**src/rtl/first_occurrence_substring_search_top_defines.svh**
```systemverilog
// ---------------------------------------------------------------------------
// Assertion macros for the first-occurrence substring search block
// Shared concurrent check forms, all clocked on clk and held off in reset.
// ---------------------------------------------------------------------------
`ifndef FIRST_OCCURRENCE_SUBSTRING_SEARCH_TOP_DEFINES_SVH
`define FIRST_OCCURRENCE_SUBSTRING_SEARCH_TOP_DEFINES_SVH

// Condition that must hold at every clock edge outside reset
`define FOS_ALWAYS(label, cond, msg) \
  label: assert property (@(posedge clk) disable iff (rst) (cond)) else $error(msg);

// Same-cycle implication
`define FOS_IMPLIES(label, ante, cons, msg) \
  label: assert property (@(posedge clk) disable iff (rst) (ante) |-> (cons)) else $error(msg);

// Next-cycle implication
`define FOS_NEXT(label, ante, cons, msg) \
  label: assert property (@(posedge clk) disable iff (rst) (ante) |=> (cons)) else $error(msg);

`endif

```
**src/rtl/fos_pkg.sv**
```systemverilog
// ---------------------------------------------------------------------------
// fos_pkg
// Shared types, codes and defaults of the first-occurrence substring search.
// ---------------------------------------------------------------------------
`default_nettype none

package fos_pkg;

  // Defaults for the top-level parameters
  localparam int DEF_MAX_PATTERN = 16;
  localparam longint unsigned DEF_MAX_TEXT = 64'd65536;
  localparam int DEF_ELEMENT_BITS = 8;

  // Fixed field widths of the stream interface
  localparam int ELEM_FIELD_W = 8;
  localparam int STATUS_W = 2;
  localparam int INDEX_W = 16;

  // Command queue between front and back
  localparam int QUEUE_DEPTH = 4;
  localparam int QUEUE_PTR_W = $clog2(QUEUE_DEPTH);
  localparam int QUEUE_CNT_W = $clog2(QUEUE_DEPTH + 1);

  // Result status codes
  localparam logic [STATUS_W-1:0] ST_FOUND     = 2'd0;
  localparam logic [STATUS_W-1:0] ST_NOT_FOUND = 2'd1;
  localparam logic [STATUS_W-1:0] ST_SHORT     = 2'd2;

  // Classified operation of one input beat
  typedef enum logic [1:0] {
    CMD_PAT,
    CMD_PAT_LAST,
    CMD_TEXT,
    CMD_TEXT_LAST
  } cmd_t;

  typedef struct packed {
    cmd_t                    op;
    logic [ELEM_FIELD_W-1:0] element;
  } item_t;

  typedef struct packed {
    logic                   full;
    logic                   empty;
    logic [QUEUE_CNT_W-1:0] count;
  } q_stat_t;

endpackage

`default_nettype wire

```
**src/rtl/fos_front.sv**
```systemverilog
// ---------------------------------------------------------------------------
// fos_front
// Input stage: accepts stream beats, classifies them and masks the element.
// ---------------------------------------------------------------------------
`default_nettype none

module fos_front #(
  parameter int ELEMENT_BITS = fos_pkg::DEF_ELEMENT_BITS
) (
  input  logic                              clk,
  input  logic                              rst,
  input  logic                              s_tvalid,
  output logic                              s_tready,
  input  logic [fos_pkg::ELEM_FIELD_W-1:0]  s_tdata,  // [7:0] element
  input  logic                              s_tuser,  // [0] kind
  input  logic                              s_tlast,
  output logic                              push,
  output fos_pkg::item_t                    push_item,
  input  logic                              q_full
);
  import fos_pkg::*;

  localparam int EW = (ELEMENT_BITS < ELEM_FIELD_W) ? ELEMENT_BITS : ELEM_FIELD_W;
  localparam logic [ELEM_FIELD_W:0] ONE_EXT = (ELEM_FIELD_W+1)'(1);
  localparam logic [ELEM_FIELD_W-1:0] ELEM_MASK =
    ELEM_FIELD_W'((ONE_EXT << EW) - ONE_EXT);

  logic  hold_valid;
  item_t hold_item;
  cmd_t  op_in;

  // Classify kind and last into one operation code
  always_comb begin
    case ({s_tuser, s_tlast})
      2'b00:   op_in = CMD_PAT;
      2'b01:   op_in = CMD_PAT_LAST;
      2'b10:   op_in = CMD_TEXT;
      default: op_in = CMD_TEXT_LAST;
    endcase
  end

  assign s_tready  = !hold_valid || !q_full;
  assign push      = hold_valid && !q_full;
  assign push_item = hold_item;

  // Hold one classified beat until the queue takes it
  always_ff @(posedge clk) begin
    if (rst) begin
      hold_valid <= 1'b0;
    end else if (s_tvalid && s_tready) begin
      hold_valid <= 1'b1;
    end else if (!q_full) begin
      hold_valid <= 1'b0;
    end
  end

  always_ff @(posedge clk) begin
    if (s_tvalid && s_tready) begin
      hold_item.op      <= op_in;
      hold_item.element <= s_tdata & ELEM_MASK;
    end
  end

endmodule

`default_nettype wire

```
**src/rtl/fos_queue.sv**
```systemverilog
// ---------------------------------------------------------------------------
// fos_queue
// Short command queue that decouples the input stage from the search engine.
// ---------------------------------------------------------------------------
`default_nettype none

module fos_queue (
  input  logic                clk,
  input  logic                rst,
  input  logic                push,
  input  fos_pkg::item_t      push_item,
  input  logic                pop,
  output fos_pkg::item_t      pop_item,
  output fos_pkg::q_stat_t    stat
);
  import fos_pkg::*;

  item_t                  mem [QUEUE_DEPTH];
  logic [QUEUE_PTR_W-1:0] wr_ptr;
  logic [QUEUE_PTR_W-1:0] rd_ptr;
  logic [QUEUE_CNT_W-1:0] count;

  assign stat.full  = (count == QUEUE_CNT_W'(QUEUE_DEPTH));
  assign stat.empty = (count == '0);
  assign stat.count = count;
  assign pop_item   = mem[rd_ptr];

  // Write the entry at the tail
  always_ff @(posedge clk) begin
    if (push) begin
      mem[wr_ptr] <= push_item;
    end
  end

  // Advance pointers and track fill level
  always_ff @(posedge clk) begin
    if (rst) begin
      wr_ptr <= '0;
      rd_ptr <= '0;
      count  <= '0;
    end else begin
      if (push) begin
        wr_ptr <= QUEUE_PTR_W'(wr_ptr + 1'b1);
      end
      if (pop) begin
        rd_ptr <= QUEUE_PTR_W'(rd_ptr + 1'b1);
      end
      if (push && !pop) begin
        count <= QUEUE_CNT_W'(count + 1'b1);
      end else if (pop && !push) begin
        count <= QUEUE_CNT_W'(count - 1'b1);
      end
    end
  end

endmodule

`default_nettype wire

```
**src/rtl/fos_back.sv**
```systemverilog
// ---------------------------------------------------------------------------
// fos_back
// Search engine: pattern register, text window, parallel compare, result.
// ---------------------------------------------------------------------------
`default_nettype none

module fos_back #(
  parameter int              MAX_PATTERN  = fos_pkg::DEF_MAX_PATTERN,
  parameter longint unsigned MAX_TEXT     = fos_pkg::DEF_MAX_TEXT,
  parameter int              ELEMENT_BITS = fos_pkg::DEF_ELEMENT_BITS
) (
  input  logic                          clk,
  input  logic                          rst,
  input  logic                          q_empty,
  input  fos_pkg::item_t                q_item,
  output logic                          pop,
  output logic                          m_tvalid,
  input  logic                          m_tready,
  output logic [fos_pkg::STATUS_W-1:0]  res_status,
  output logic [fos_pkg::INDEX_W-1:0]   res_index
);
  import fos_pkg::*;

  localparam int EW    = (ELEMENT_BITS < ELEM_FIELD_W) ? ELEMENT_BITS : ELEM_FIELD_W;
  localparam int LEN_W = $clog2(MAX_PATTERN + 1);
  localparam int POS_W = $clog2(MAX_TEXT + 1);
  localparam int CMP_W = (POS_W > LEN_W) ? POS_W : LEN_W;

  logic [EW-1:0]    pat     [MAX_PATTERN];
  logic [EW-1:0]    win     [MAX_PATTERN];
  logic [EW-1:0]    win_next[MAX_PATTERN];
  logic [LEN_W-1:0] pat_len;
  logic             pat_closed;
  logic [POS_W-1:0] pos;
  logic             seen;
  logic [POS_W-1:0] first;

  logic             go;
  logic             is_pat;
  logic             is_last;
  logic [EW-1:0]    elem;
  logic [MAX_PATTERN-1:0] eq;
  logic             advance;
  logic [POS_W-1:0] pos_next;
  logic             long_enough;
  logic             hit;
  logic             pat_shift;
  logic [LEN_W-1:0] pat_len_next;
  logic [POS_W+INDEX_W-1:0] first_ext;

  assign go      = !q_empty && (!m_tvalid || m_tready);
  assign pop     = go;
  assign is_pat  = (q_item.op == CMD_PAT) || (q_item.op == CMD_PAT_LAST);
  assign is_last = (q_item.op == CMD_PAT_LAST) || (q_item.op == CMD_TEXT_LAST);
  assign elem    = q_item.element[EW-1:0];

  // Window after taking this element, newest at entry 0
  always_comb begin
    win_next[0] = elem;
    for (int i = 1; i < MAX_PATTERN; i++) begin
      win_next[i] = win[i-1];
    end
  end

  // Compare every window entry with its pattern entry in parallel
  always_comb begin
    for (int i = 0; i < MAX_PATTERN; i++) begin
      eq[i] = (LEN_W'(i) >= pat_len) || (win_next[i] == pat[i]);
    end
  end

  assign advance     = (pos < POS_W'(MAX_TEXT));
  assign pos_next    = advance ? POS_W'(pos + 1'b1) : pos;
  assign long_enough = (CMP_W'(pos_next) >= CMP_W'(pat_len));
  assign hit         = advance && !seen && long_enough && (&eq);

  // Pattern load: restart after a closed pattern, saturate at full depth
  assign pat_shift    = pat_closed || (pat_len < LEN_W'(MAX_PATTERN));
  assign pat_len_next = pat_closed ? LEN_W'(1)
                      : (pat_shift ? LEN_W'(pat_len + 1'b1) : pat_len);

  always_ff @(posedge clk) begin
    if (go && is_pat && pat_shift) begin
      pat[0] <= elem;
      for (int i = 1; i < MAX_PATTERN; i++) begin
        pat[i] <= pat[i-1];
      end
    end
  end

  // Pattern and text state
  always_ff @(posedge clk) begin
    if (rst) begin
      pat_len    <= '0;
      pat_closed <= 1'b0;
      pos        <= '0;
      seen       <= 1'b0;
      first      <= '0;
      for (int i = 0; i < MAX_PATTERN; i++) begin
        win[i] <= '0;
      end
    end else if (go) begin
      if (is_pat || is_last) begin
        pos   <= '0;
        seen  <= 1'b0;
        first <= '0;
        for (int i = 0; i < MAX_PATTERN; i++) begin
          win[i] <= '0;
        end
      end else if (advance) begin
        pos <= pos_next;
        for (int i = 0; i < MAX_PATTERN; i++) begin
          win[i] <= win_next[i];
        end
        if (hit) begin
          seen  <= 1'b1;
          first <= POS_W'(pos_next - POS_W'(pat_len));
        end
      end
      if (is_pat) begin
        pat_len    <= pat_len_next;
        pat_closed <= is_last;
      end else begin
        pat_closed <= 1'b1;
      end
    end
  end

  assign first_ext = (POS_W+INDEX_W)'(hit ? POS_W'(pos_next - POS_W'(pat_len)) : first);

  // Result register, loaded on the final text beat
  always_ff @(posedge clk) begin
    if (rst) begin
      m_tvalid <= 1'b0;
    end else if (go && !is_pat && is_last) begin
      m_tvalid <= 1'b1;
    end else if (m_tready) begin
      m_tvalid <= 1'b0;
    end
  end

  always_ff @(posedge clk) begin
    if (go && !is_pat && is_last) begin
      if (!long_enough) begin
        res_status <= ST_SHORT;
        res_index  <= '0;
      end else if (seen || hit) begin
        res_status <= ST_FOUND;
        res_index  <= first_ext[INDEX_W-1:0];
      end else begin
        res_status <= ST_NOT_FOUND;
        res_index  <= '0;
      end
    end
  end

endmodule

`default_nettype wire

```
**src/rtl/first_occurrence_substring_search_top.sv**
```systemverilog
// ---------------------------------------------------------------------------
// first_occurrence_substring_search_top
// Finds the first text index at which a loaded pattern occurs.
// ---------------------------------------------------------------------------
// Usage:
//   Slave channel: tuser = 0 loads a pattern element, tuser = 1 streams a
//   text element; tlast marks the final element of pattern or text. A
//   pattern beat after a closed pattern starts a new one; any pattern beat
//   abandons a search in progress without a result.
//   Master channel: one beat per text run, sent on the text beat with tlast.
//   tdata carries status (found, not found, text shorter than pattern) and
//   the match index; tlast is always high.
//   Throughput: one beat per cycle on the slave side while no result is held.
//   The window compare against the stored pattern is combinational, so the
//   engine takes a beat every cycle unless a held result stops it.
//   Result path: the final text beat passes the input register, the command
//   queue and the engine result register, in that order, to the result beat.
//   Reset: clears pattern length, text state and all valid flags.
//   Stall: a result held by a low m_tready stops the engine; the queue of
//   QUEUE_DEPTH commands then fills and s_tready drops.
// ---------------------------------------------------------------------------
`default_nettype none

module first_occurrence_substring_search_top #(
  parameter int              MAX_PATTERN  = fos_pkg::DEF_MAX_PATTERN,
  parameter longint unsigned MAX_TEXT     = fos_pkg::DEF_MAX_TEXT,
  parameter int              ELEMENT_BITS = fos_pkg::DEF_ELEMENT_BITS
) (
  input  logic        clk,
  input  logic        rst,
  input  logic        s_tvalid,
  output logic        s_tready,
  input  logic [7:0]  s_tdata,   // [7:0] element
  input  logic        s_tuser,   // [0] kind
  input  logic        s_tlast,
  output logic        m_tvalid,
  input  logic        m_tready,
  output logic [23:0] m_tdata,   // [1:0] status, [17:2] match_index, zero fill
  output logic        m_tlast
);
  import fos_pkg::*;

  `include "first_occurrence_substring_search_top_defines.svh"

  logic                push;
  item_t               push_item;
  logic                pop;
  item_t               pop_item;
  q_stat_t             q_stat;
  logic [STATUS_W-1:0] res_status;
  logic [INDEX_W-1:0]  res_index;

  fos_front #(
    .ELEMENT_BITS (ELEMENT_BITS)
  ) u_front (
    .clk       (clk),
    .rst       (rst),
    .s_tvalid  (s_tvalid),
    .s_tready  (s_tready),
    .s_tdata   (s_tdata),
    .s_tuser   (s_tuser),
    .s_tlast   (s_tlast),
    .push      (push),
    .push_item (push_item),
    .q_full    (q_stat.full)
  );

  fos_queue u_queue (
    .clk       (clk),
    .rst       (rst),
    .push      (push),
    .push_item (push_item),
    .pop       (pop),
    .pop_item  (pop_item),
    .stat      (q_stat)
  );

  fos_back #(
    .MAX_PATTERN  (MAX_PATTERN),
    .MAX_TEXT     (MAX_TEXT),
    .ELEMENT_BITS (ELEMENT_BITS)
  ) u_back (
    .clk        (clk),
    .rst        (rst),
    .q_empty    (q_stat.empty),
    .q_item     (pop_item),
    .pop        (pop),
    .m_tvalid   (m_tvalid),
    .m_tready   (m_tready),
    .res_status (res_status),
    .res_index  (res_index)
  );

  assign m_tdata = {6'b0, res_index, res_status};
  assign m_tlast = 1'b1;

  // Queue fill level agrees with its empty flag
  `FOS_ALWAYS(a_queue_empty, q_stat.empty == (q_stat.count == '0), "queue empty flag mismatch")
  // Queue never holds more than its depth
  `FOS_ALWAYS(a_queue_bound, q_stat.count <= QUEUE_CNT_W'(QUEUE_DEPTH), "queue over depth")
  // Only a found result carries a nonzero index
  `FOS_IMPLIES(a_index_zero, m_tvalid && (res_status != ST_FOUND), res_index == '0, "index without match")
  // Engine does not pop while a stalled result is held
  `FOS_IMPLIES(a_no_pop_stall, m_tvalid && !m_tready, !pop, "pop during output stall")

endmodule

`default_nettype wire

```
**config.mk**
```make
export PLATFORM = sky130hd
export DESIGN_NAME = first_occurrence_substring_search_top
export DESIGN_NICKNAME = d
export VERILOG_FILES = /design/src/rtl/fos_pkg.sv /design/src/rtl/fos_front.sv /design/src/rtl/fos_queue.sv /design/src/rtl/fos_back.sv /design/src/rtl/first_occurrence_substring_search_top.sv
export VERILOG_INCLUDE_DIRS = /design/src /design/src/rtl
export SDC_FILE = /design/constraint.sdc
export NUM_CORES = 1
export LEC_CHECK = 0
export ABC_AREA = 1
export BUFFER_PORTS_ARGS = -buffer_cell sky130_fd_sc_hd__buf_2
export CORE_MARGIN = 2
export CORE_UTILIZATION = 40
export CTS_CLUSTER_SIZE = 40
export DETAILED_ROUTE_END_ITERATION = 6
export SYNTH_ARGS = -nofsm -noshare
export SYNTH_HDL_FRONTEND = slang
export SYNTH_SLANG_ARGS = --single-unit
```
**constraint.sdc**
```tcl
create_clock -name clk -period 41.9 [get_ports clk]
set_clock_uncertainty 0.15 [all_clocks]
set_input_delay 6.285 -clock clk [delete_from_list [all_inputs] [get_ports clk]]
set_output_delay 6.285 -clock clk [all_outputs]
set_load 0.01 [all_outputs]
```
# Word level (Yosys, flattened, before mapping)
# Memories as Yosys holds them, arrays and structs flattened. A register that Yosys moved wholly into a read port is not among the register bits.
# Cells that the tools add are included.
[classes]
addsub = 7
magnitude_cmp = 19
eq_ne = 22
muxes = 70
n_bitwise = 32
reduce_logical = 56
[ops]
columns = ["op", "n"]
rows = [
  ["2-to-1 mux 8 bit", 32],
  ["== test 8 bit", 16],
  ["2-to-1 mux 16 bit", 4],
  ["2-to-1 mux 17 bit", 3],
  [">= comparator 4 x 5 -> 1 bit (first input constant)", 8],
  ["OR 1 bit", 32],
  ["2-to-1 mux 1 bit", 24],
  ["logical OR 1 bit", 23],
  [">= comparator 3 x 5 -> 1 bit (first input constant)", 4],
  ["adder 17 x 1 -> 17 bit (second input constant)", 1],
  [">= comparator 17 x 5 -> 1 bit", 1],
  ["< comparator 17 bit (second input constant)", 1],
  ["AND reduction 16 bit", 1],
  ["subtractor 16 x 5 -> 16 bit", 1],
  ["logical AND 1 bit", 12],
  [">= comparator 1 x 5 -> 1 bit (first input constant)", 2],
  [">= comparator 2 x 5 -> 1 bit (first input constant)", 2],
  ["2-to-1 mux 5 bit", 2],
  ["nonzero test 2 bit", 5],
  ["zero test 1 bit", 8],
  ["2-to-1 mux 3 bit", 2],
  ["one-hot mux 2 bit (3 select lines)", 1],
  ["AND reduction 3 bit", 2],
  ["adder 5 x 1 -> 5 bit (second input constant)", 1],
  ["other kinds (12)", 18],
]
[totals]
register_bits = 77
ram_bits = 296
wordCells = 223
mem_count = 3
[memory_table]
columns = ["memory", "depth", "word_bits", "read_ports", "rd_ports_with_merged_regs", "wr", "line", "source"]
rows = [
  ["u_back.pat", 16, 8, 16, 0, 16, "fos_back.sv:29", "logic [EW-1:0] pat [MAX_PATTERN];"],
  ["u_back.win", 16, 8, 15, 0, 16, "fos_back.sv:30", "logic [EW-1:0] win [MAX_PATTERN];"],
  ["u_queue.mem", 4, 10, 1, 1, 1, "fos_queue.sv:18", "item_t mem [QUEUE_DEPTH];"],
]

# Depth between registers and ports, before layout
[logic_depth]
depth_word = 9
ltp_mapped = 22

# Cells and area by module
# A second synthesis with hierarchy kept.
[unflattened]
hier_cells = 1491
area_unflattened_um2 = 15955.3
[by_module_without_submodules]
columns = ["module", "n_inst", "cells_each", "area_per_inst_um2", "seq_area_each_um2"]
rows = [
  ["fos_back", 1, 1308, 13595.5, 8728.4],
  ["fos_queue", 1, 155, 1940.6, 1381.3],
  ["fos_front", 1, 19, 359.1, 320.3],
  ["first_occurrence_substring_search_top", 1, 9, 60.1, 0.0],
]

# Least setup slack after synthesis
# No wires, ideal clock.
[synth_path]
path_type = "input-to-reg"
start = "in m_tready"
end = "reg u_back.pat_len[4]"
setup_ns = 0.070
arrival_ns = 17.440
t_required_ns = 41.680
path_slack_ns = 24.239
cell_stages = 8
path_buffers = 0
cell_sequence = "nor2_1 a31oi_2 inv_1 nor3_1 inv_1 nor3_1 nand2_1 a21oi_1"
[synth_via]
elab_chain_len = 3
[synth_lines]
columns = ["item", "line", "source"]
rows = [
  ["start, declared", "first_occurrence_substring_search_top.sv:37", "input logic m_tready,"],
  ["logical OR 1 bit", "fos_back.sv:51", "assign go = !q_empty && (!m_tvalid || m_tready);"],
  ["logical AND 1 bit", "fos_back.sv:51", ""],
  ["AND reduction 3 bit (no source line)", "--", ""],
  ["end signal, assigned", "fos_back.sv:121", "pat_len <= pat_len_next;"],
  ["end, declared", "fos_back.sv:32", "logic [LEN_W-1:0] pat_len;"],
]
# No other way between the ends.
# A chain may end at the register's enable or synchronous reset.

==> results by stage <==
Pwr:
- The cell-internal power is roughly 950 uW.
- The analysis attributes to net switching a power of approximately 520 uW.
- The areal power density over the cells is a little over 80 mW/mm2.
- The share of total power dissipated in sequential elements is a little under half.
- The switching share of total power is between 30% and 40%.
- The clock network is responsible for a little under a quarter of the overall power.
- Combinational logic is responsible for between 30% and 40% of the overall power.
- Across the VDD grid, the largest voltage drop is approximately 0.000046 V.
- In this run the static leakage power is 6.95 nW.

Worst setup path:
- For this run, the slowest stage of the critical path takes 0.75 ns.
- The kind of cell adding the most delay to the critical path is simple AND/OR/NAND/NOR gates.
- The largest driver fanout on the critical path is 64.
- The number of cells on the worst reg-to-reg path is 9.
- The terminus of the critical flop-to-flop path is u_back.win[0][34].
- Walking the worst path, the cells encountered are buf_2 > nor2_1 > a31oi_2 > inv_1 > nor2_1 > nand2_1 > nor2_1 > inv_4 > buf_4 > nor2_1.
- The worst setup path is captured at a register.
- The startpoint class of the critical path is an input pin.
- Data on the critical path is required at its endpoint by between 40 and 50 ns.
- The slowest stage of the critical path belongs to the cell nor2_1.
- The setup check on the worst reg-to-reg path leaves a slack of between 30 and 40 ns.
- The start-to-end type of the worst setup path is in2reg.
- The number of buffers and inverters on the critical path is 4.
- Data on the critical path arrives at its endpoint at 9.27 ns.
- The most frequent cell on the critical path is nor2_1.

Logic synthesis:
- The cell accounting for the most synthesized area is edfxtp_1.
- After synthesis, the largest area contributor takes up 56.8% of total cell area.
- Measured against the total synthesized area, the mux share comes to 0%.
- Among all cell types in the netlist, the one instantiated most often is nand2_1.
- The arithmetic-cell share of the synthesized area counting full adders, half adders and majority gates is under 10%.
- Summing the areas of all compound-gate instances in the mapped netlist gives 3.27% of the synthesized area.
- After synthesis, the largest family of logic cells by area is simple AND/OR/NAND/NOR gates.
- The fraction of synthesis flops using an asynchronous set or reset pin is 0%.
- The share of synthesized cell area in and, or, nand and nor gates is between 10% and 20%.
- Among all flip-flop cells after synthesis, the most frequent one is edfxtp_1.
- The post-synthesis instance area is ~0.016 mm2.
- In this run, distinct cell masters in the synthesized netlist total between 40 and 50.
- The post-synthesis instance total is ~1,500.
- The number of storage elements in the synthesis netlist is between 300 and 400.
- By count the netlist is led by 321 x nand2_1, 308 x edfxtp_1, 233 x inv_1.
- Of the synthesized area, sequential elements account for 64.1%.
- The count of synthesis-stage warnings from yosys is 0.
- The number of synthesized flops with an enable pin is between 300 and 400.
- The synthesized area per cell is ~11 um2.
- The share of the synthesized netlist area taken by xor and xnor gates is approximately 6.8%.
- Ranked by total cell area, the synthesized netlist is headed by edfxtp_1 57%, nand2_1 7.4%, dfxtp_1 7.3%, xnor2_1 5.4%, inv_1 5.4%.

Clock tree:
- The cts-stage hold buffer count is 0.
- The clock root buffer is clkbuf_16.
- The number of levels the H-tree was split into is 2.
- Once the clock tree was built, the setup fixing pass inserted 0 buffers.
- The number of buffers on the longest clock path is 3.
- After clock tree synthesis, the clock-pin slew on the worst setup and hold paths is approximately 0.06 ns.
- Gates resized during post-CTS repair numbered 0.
- The total number of clock tree sinks is 367.
- The later-pin clock latency in the skew report is approximately 0.53 ns.
- The TritonCTS clock tree is yes.
- The TritonCTS buffer count is 39.

Timing:
- The slew at the pin with the worst max-slew slack is around 1.1 ns.
- Setup repair after global routing left no endpoint under its margin.
- The count of pins over their slew limit was 0.
- The number of failing hold endpoints at the final stage came to 0.
- The timing-limited maximum frequency is 110 MHz.
- The setup TNS after final layout is 0 ns.
- Setup violations remaining at the end of the flow were counted as 0.
- In this run the tightest slew margin relative to its limit is approximately 27%.
- The final critical path takes up 21.6% of the cycle.
- The final critical delay including setup and external delays is a little over 9 ns.

Detailed routing:
- The routed length per placed instance is between 10 and 15 um.
- For this run, design rule violations remaining after detail routing come to 0.
- The detailed router placed slightly below 10,000 vias in this run.
- Wires add up to approximately 29,000 um.
- The via density per instance is 4.65.
- The detailed-router iteration count before antenna repair is 4.
- The residual antenna-violating net count after detailed routing is 0.
- The first routing iteration left about 540 violations.

Global routing:
- The leftover overflow at the end of global routing is 0.
- Entering global routing, the biggest net connects 78 pins.
- The number of antenna violations at the first check in global routing is 0.
- The number of global-route vias before repair was between 9,000 and 10,000.
- The first global-routing pass estimated ~47,000 um of wire.
- The global-route usage over all layers is about 14%.

Worst hold path:
- The type of the most critical hold path is reg2reg.
- For hold timing, the worst endpoint is u_back.pat[0][46].
- The startpoint identified for the worst hold timing path is u_back.pat[0][38].
- The worst hold path was traced through 0 stages.

Final layout:
- For this run, the post-layout net count is between 1,500 and 2,000.
- The post-layout utilization of the core is 45.5%.
- The non-filler instance count after layout is around 2,100.
- The total inserted antenna cells is 0.
- Cells with a size suffix above 1 make up under 10% of the layout.
- The final instance area is around 0.018 mm2.
- The synthesis-to-layout area growth is 11.5%.

Placed design:
- Detailed placement ended at an HPWL of ~19,000 um.
- The congestion estimate from routability-driven global placement came to 0.799.
- Buffers placed on the I/O ports in this run total 33.
- Once placement finished, the instance area stood at ~0.017 mm2.
- The number of placed instances, taps included, is 2,068.

Die:
- The initial utilization of the core area, before any placement, comes to 40.8%.
- The die is around 210 um wide.
- The die covers around 0.042 mm2.
- After floorplanning, the core was sized to cover ~0.04 mm2.
- 41 I/O pins were placed.
- The number of standard-cell rows in the floorplan is 73.
- The die is 206 um tall.

Run status:
- The flow ran to the end, and the final reports show no timing, DRC or antenna violations.

Flow run:
- The total of max-cap violations is 0.
[per-stage QoR]
| step | hold slack [ns] | power [mW] | setup WS, ns |
|---|---|---|---|
| after floorplan | 0.276 | 1.06 | 24.24 |
| after global placement | 0.280 | 1.13 | 32.43 |
| after detailed placement | 0.302 | 1.15 | 32.27 |
| after CTS | 0.318 | 1.49 | 32.81 |
| after global routing | 0.325 | 1.57 | 32.51 |
| final | 0.319 | 1.46 | 32.84 |
[logic make-up after synthesis]
group,Yosys count
AO/OA/AOI/OAI,96
adder cells (fa/ha/maj),16
AND/OR/NAND/NOR,649
XOR/XNOR,125
buffers and inverters,288
flip-flops,367
other,2
[sequential cells by signal, indices dropped and copies added, names as in the netlist, named ones only]
signal              count
u_back.pat            128
u_back.win            120
u_queue.mem            40
u_back.pos             17
u_back.first           16
u_back.res_index       16
u_front.push_item      10
u_back.pat_len          5
u_queue.count           3
u_back.res_status       2
u_queue.rd_ptr          2
u_queue.wr_ptr          2
u_back.m_tvalid         1
u_back.pat_closed       1
u_back.seen             1
u_front.hold_valid      1
[cells in the final DEF (no fill, tap or decap), drive strengths merged, types with 3 or more instances in the layout]
cell type	synthesis	final
nand3	82	82
xor2	25	25
nand4	18	18
conb	2	7
dfxtp	59	59
o21ai	33	33
ha	14	14
xnor2	100	100
edfxtp	308	308
a21oi	45	45
or2	7	7
clkbuf	16	51
inv	242	243
clkinv	3	14
buf	27	38
bufinv	0	3
nand2	327	327
clkinvlp	0	3
nor2	203	203
o22ai	12	12
nor3	10	10
[how the worst max path moves through the flow]
stage              from           endpoint  slack [ns]  depth (start not counted)
6_report       m_tready  u_back.win[0][34]       32.84                         10
5_1_grt        m_tready  u_back.win[0][34]       32.51                         10
4_1_cts        m_tready  u_back.win[0][34]       32.81                         10
3_5_place_dp   m_tready  u_back.win[0][59]       32.27                         10
3_3_place_gp   m_tready  u_back.win[0][53]       32.43                         10
2_1_floorplan  m_tready  u_back.pat_len[4]       24.24                          8
[cell type report]
type	count	area, um2
inverters	245	927
repair buffers	38	203
well taps	525	657
fillers	3641	21800
clock buffers	51	1050
multi-input cells	893	4680
clock inverters	18	195
flip-flops and latches	367	10400
[per-layer routing]
layer	up-vias	global-route usage (%)	part of all wire (%)
met2	129	25.3	51
met5	-	0	0
met3	46	2.31	3.3
met1	4710	17.1	44
li1	5045	-	-
met4	0	4.06	2.2
[power by group through the flow]
stage / Sequential (mW) / Combinational, mW / Clock (mW)
final: 0.687 / 0.442 / 0.335
after global routing: 0.706 / 0.505 / 0.359
after CTS: 0.689 / 0.454 / 0.344
after detailed placement: 0.696 / 0.451 / 0
after global placement: 0.686 / 0.444 / 0
after floorplan: 0.696 / 0.361 / 0
Power figures use the tool's default switching activity.
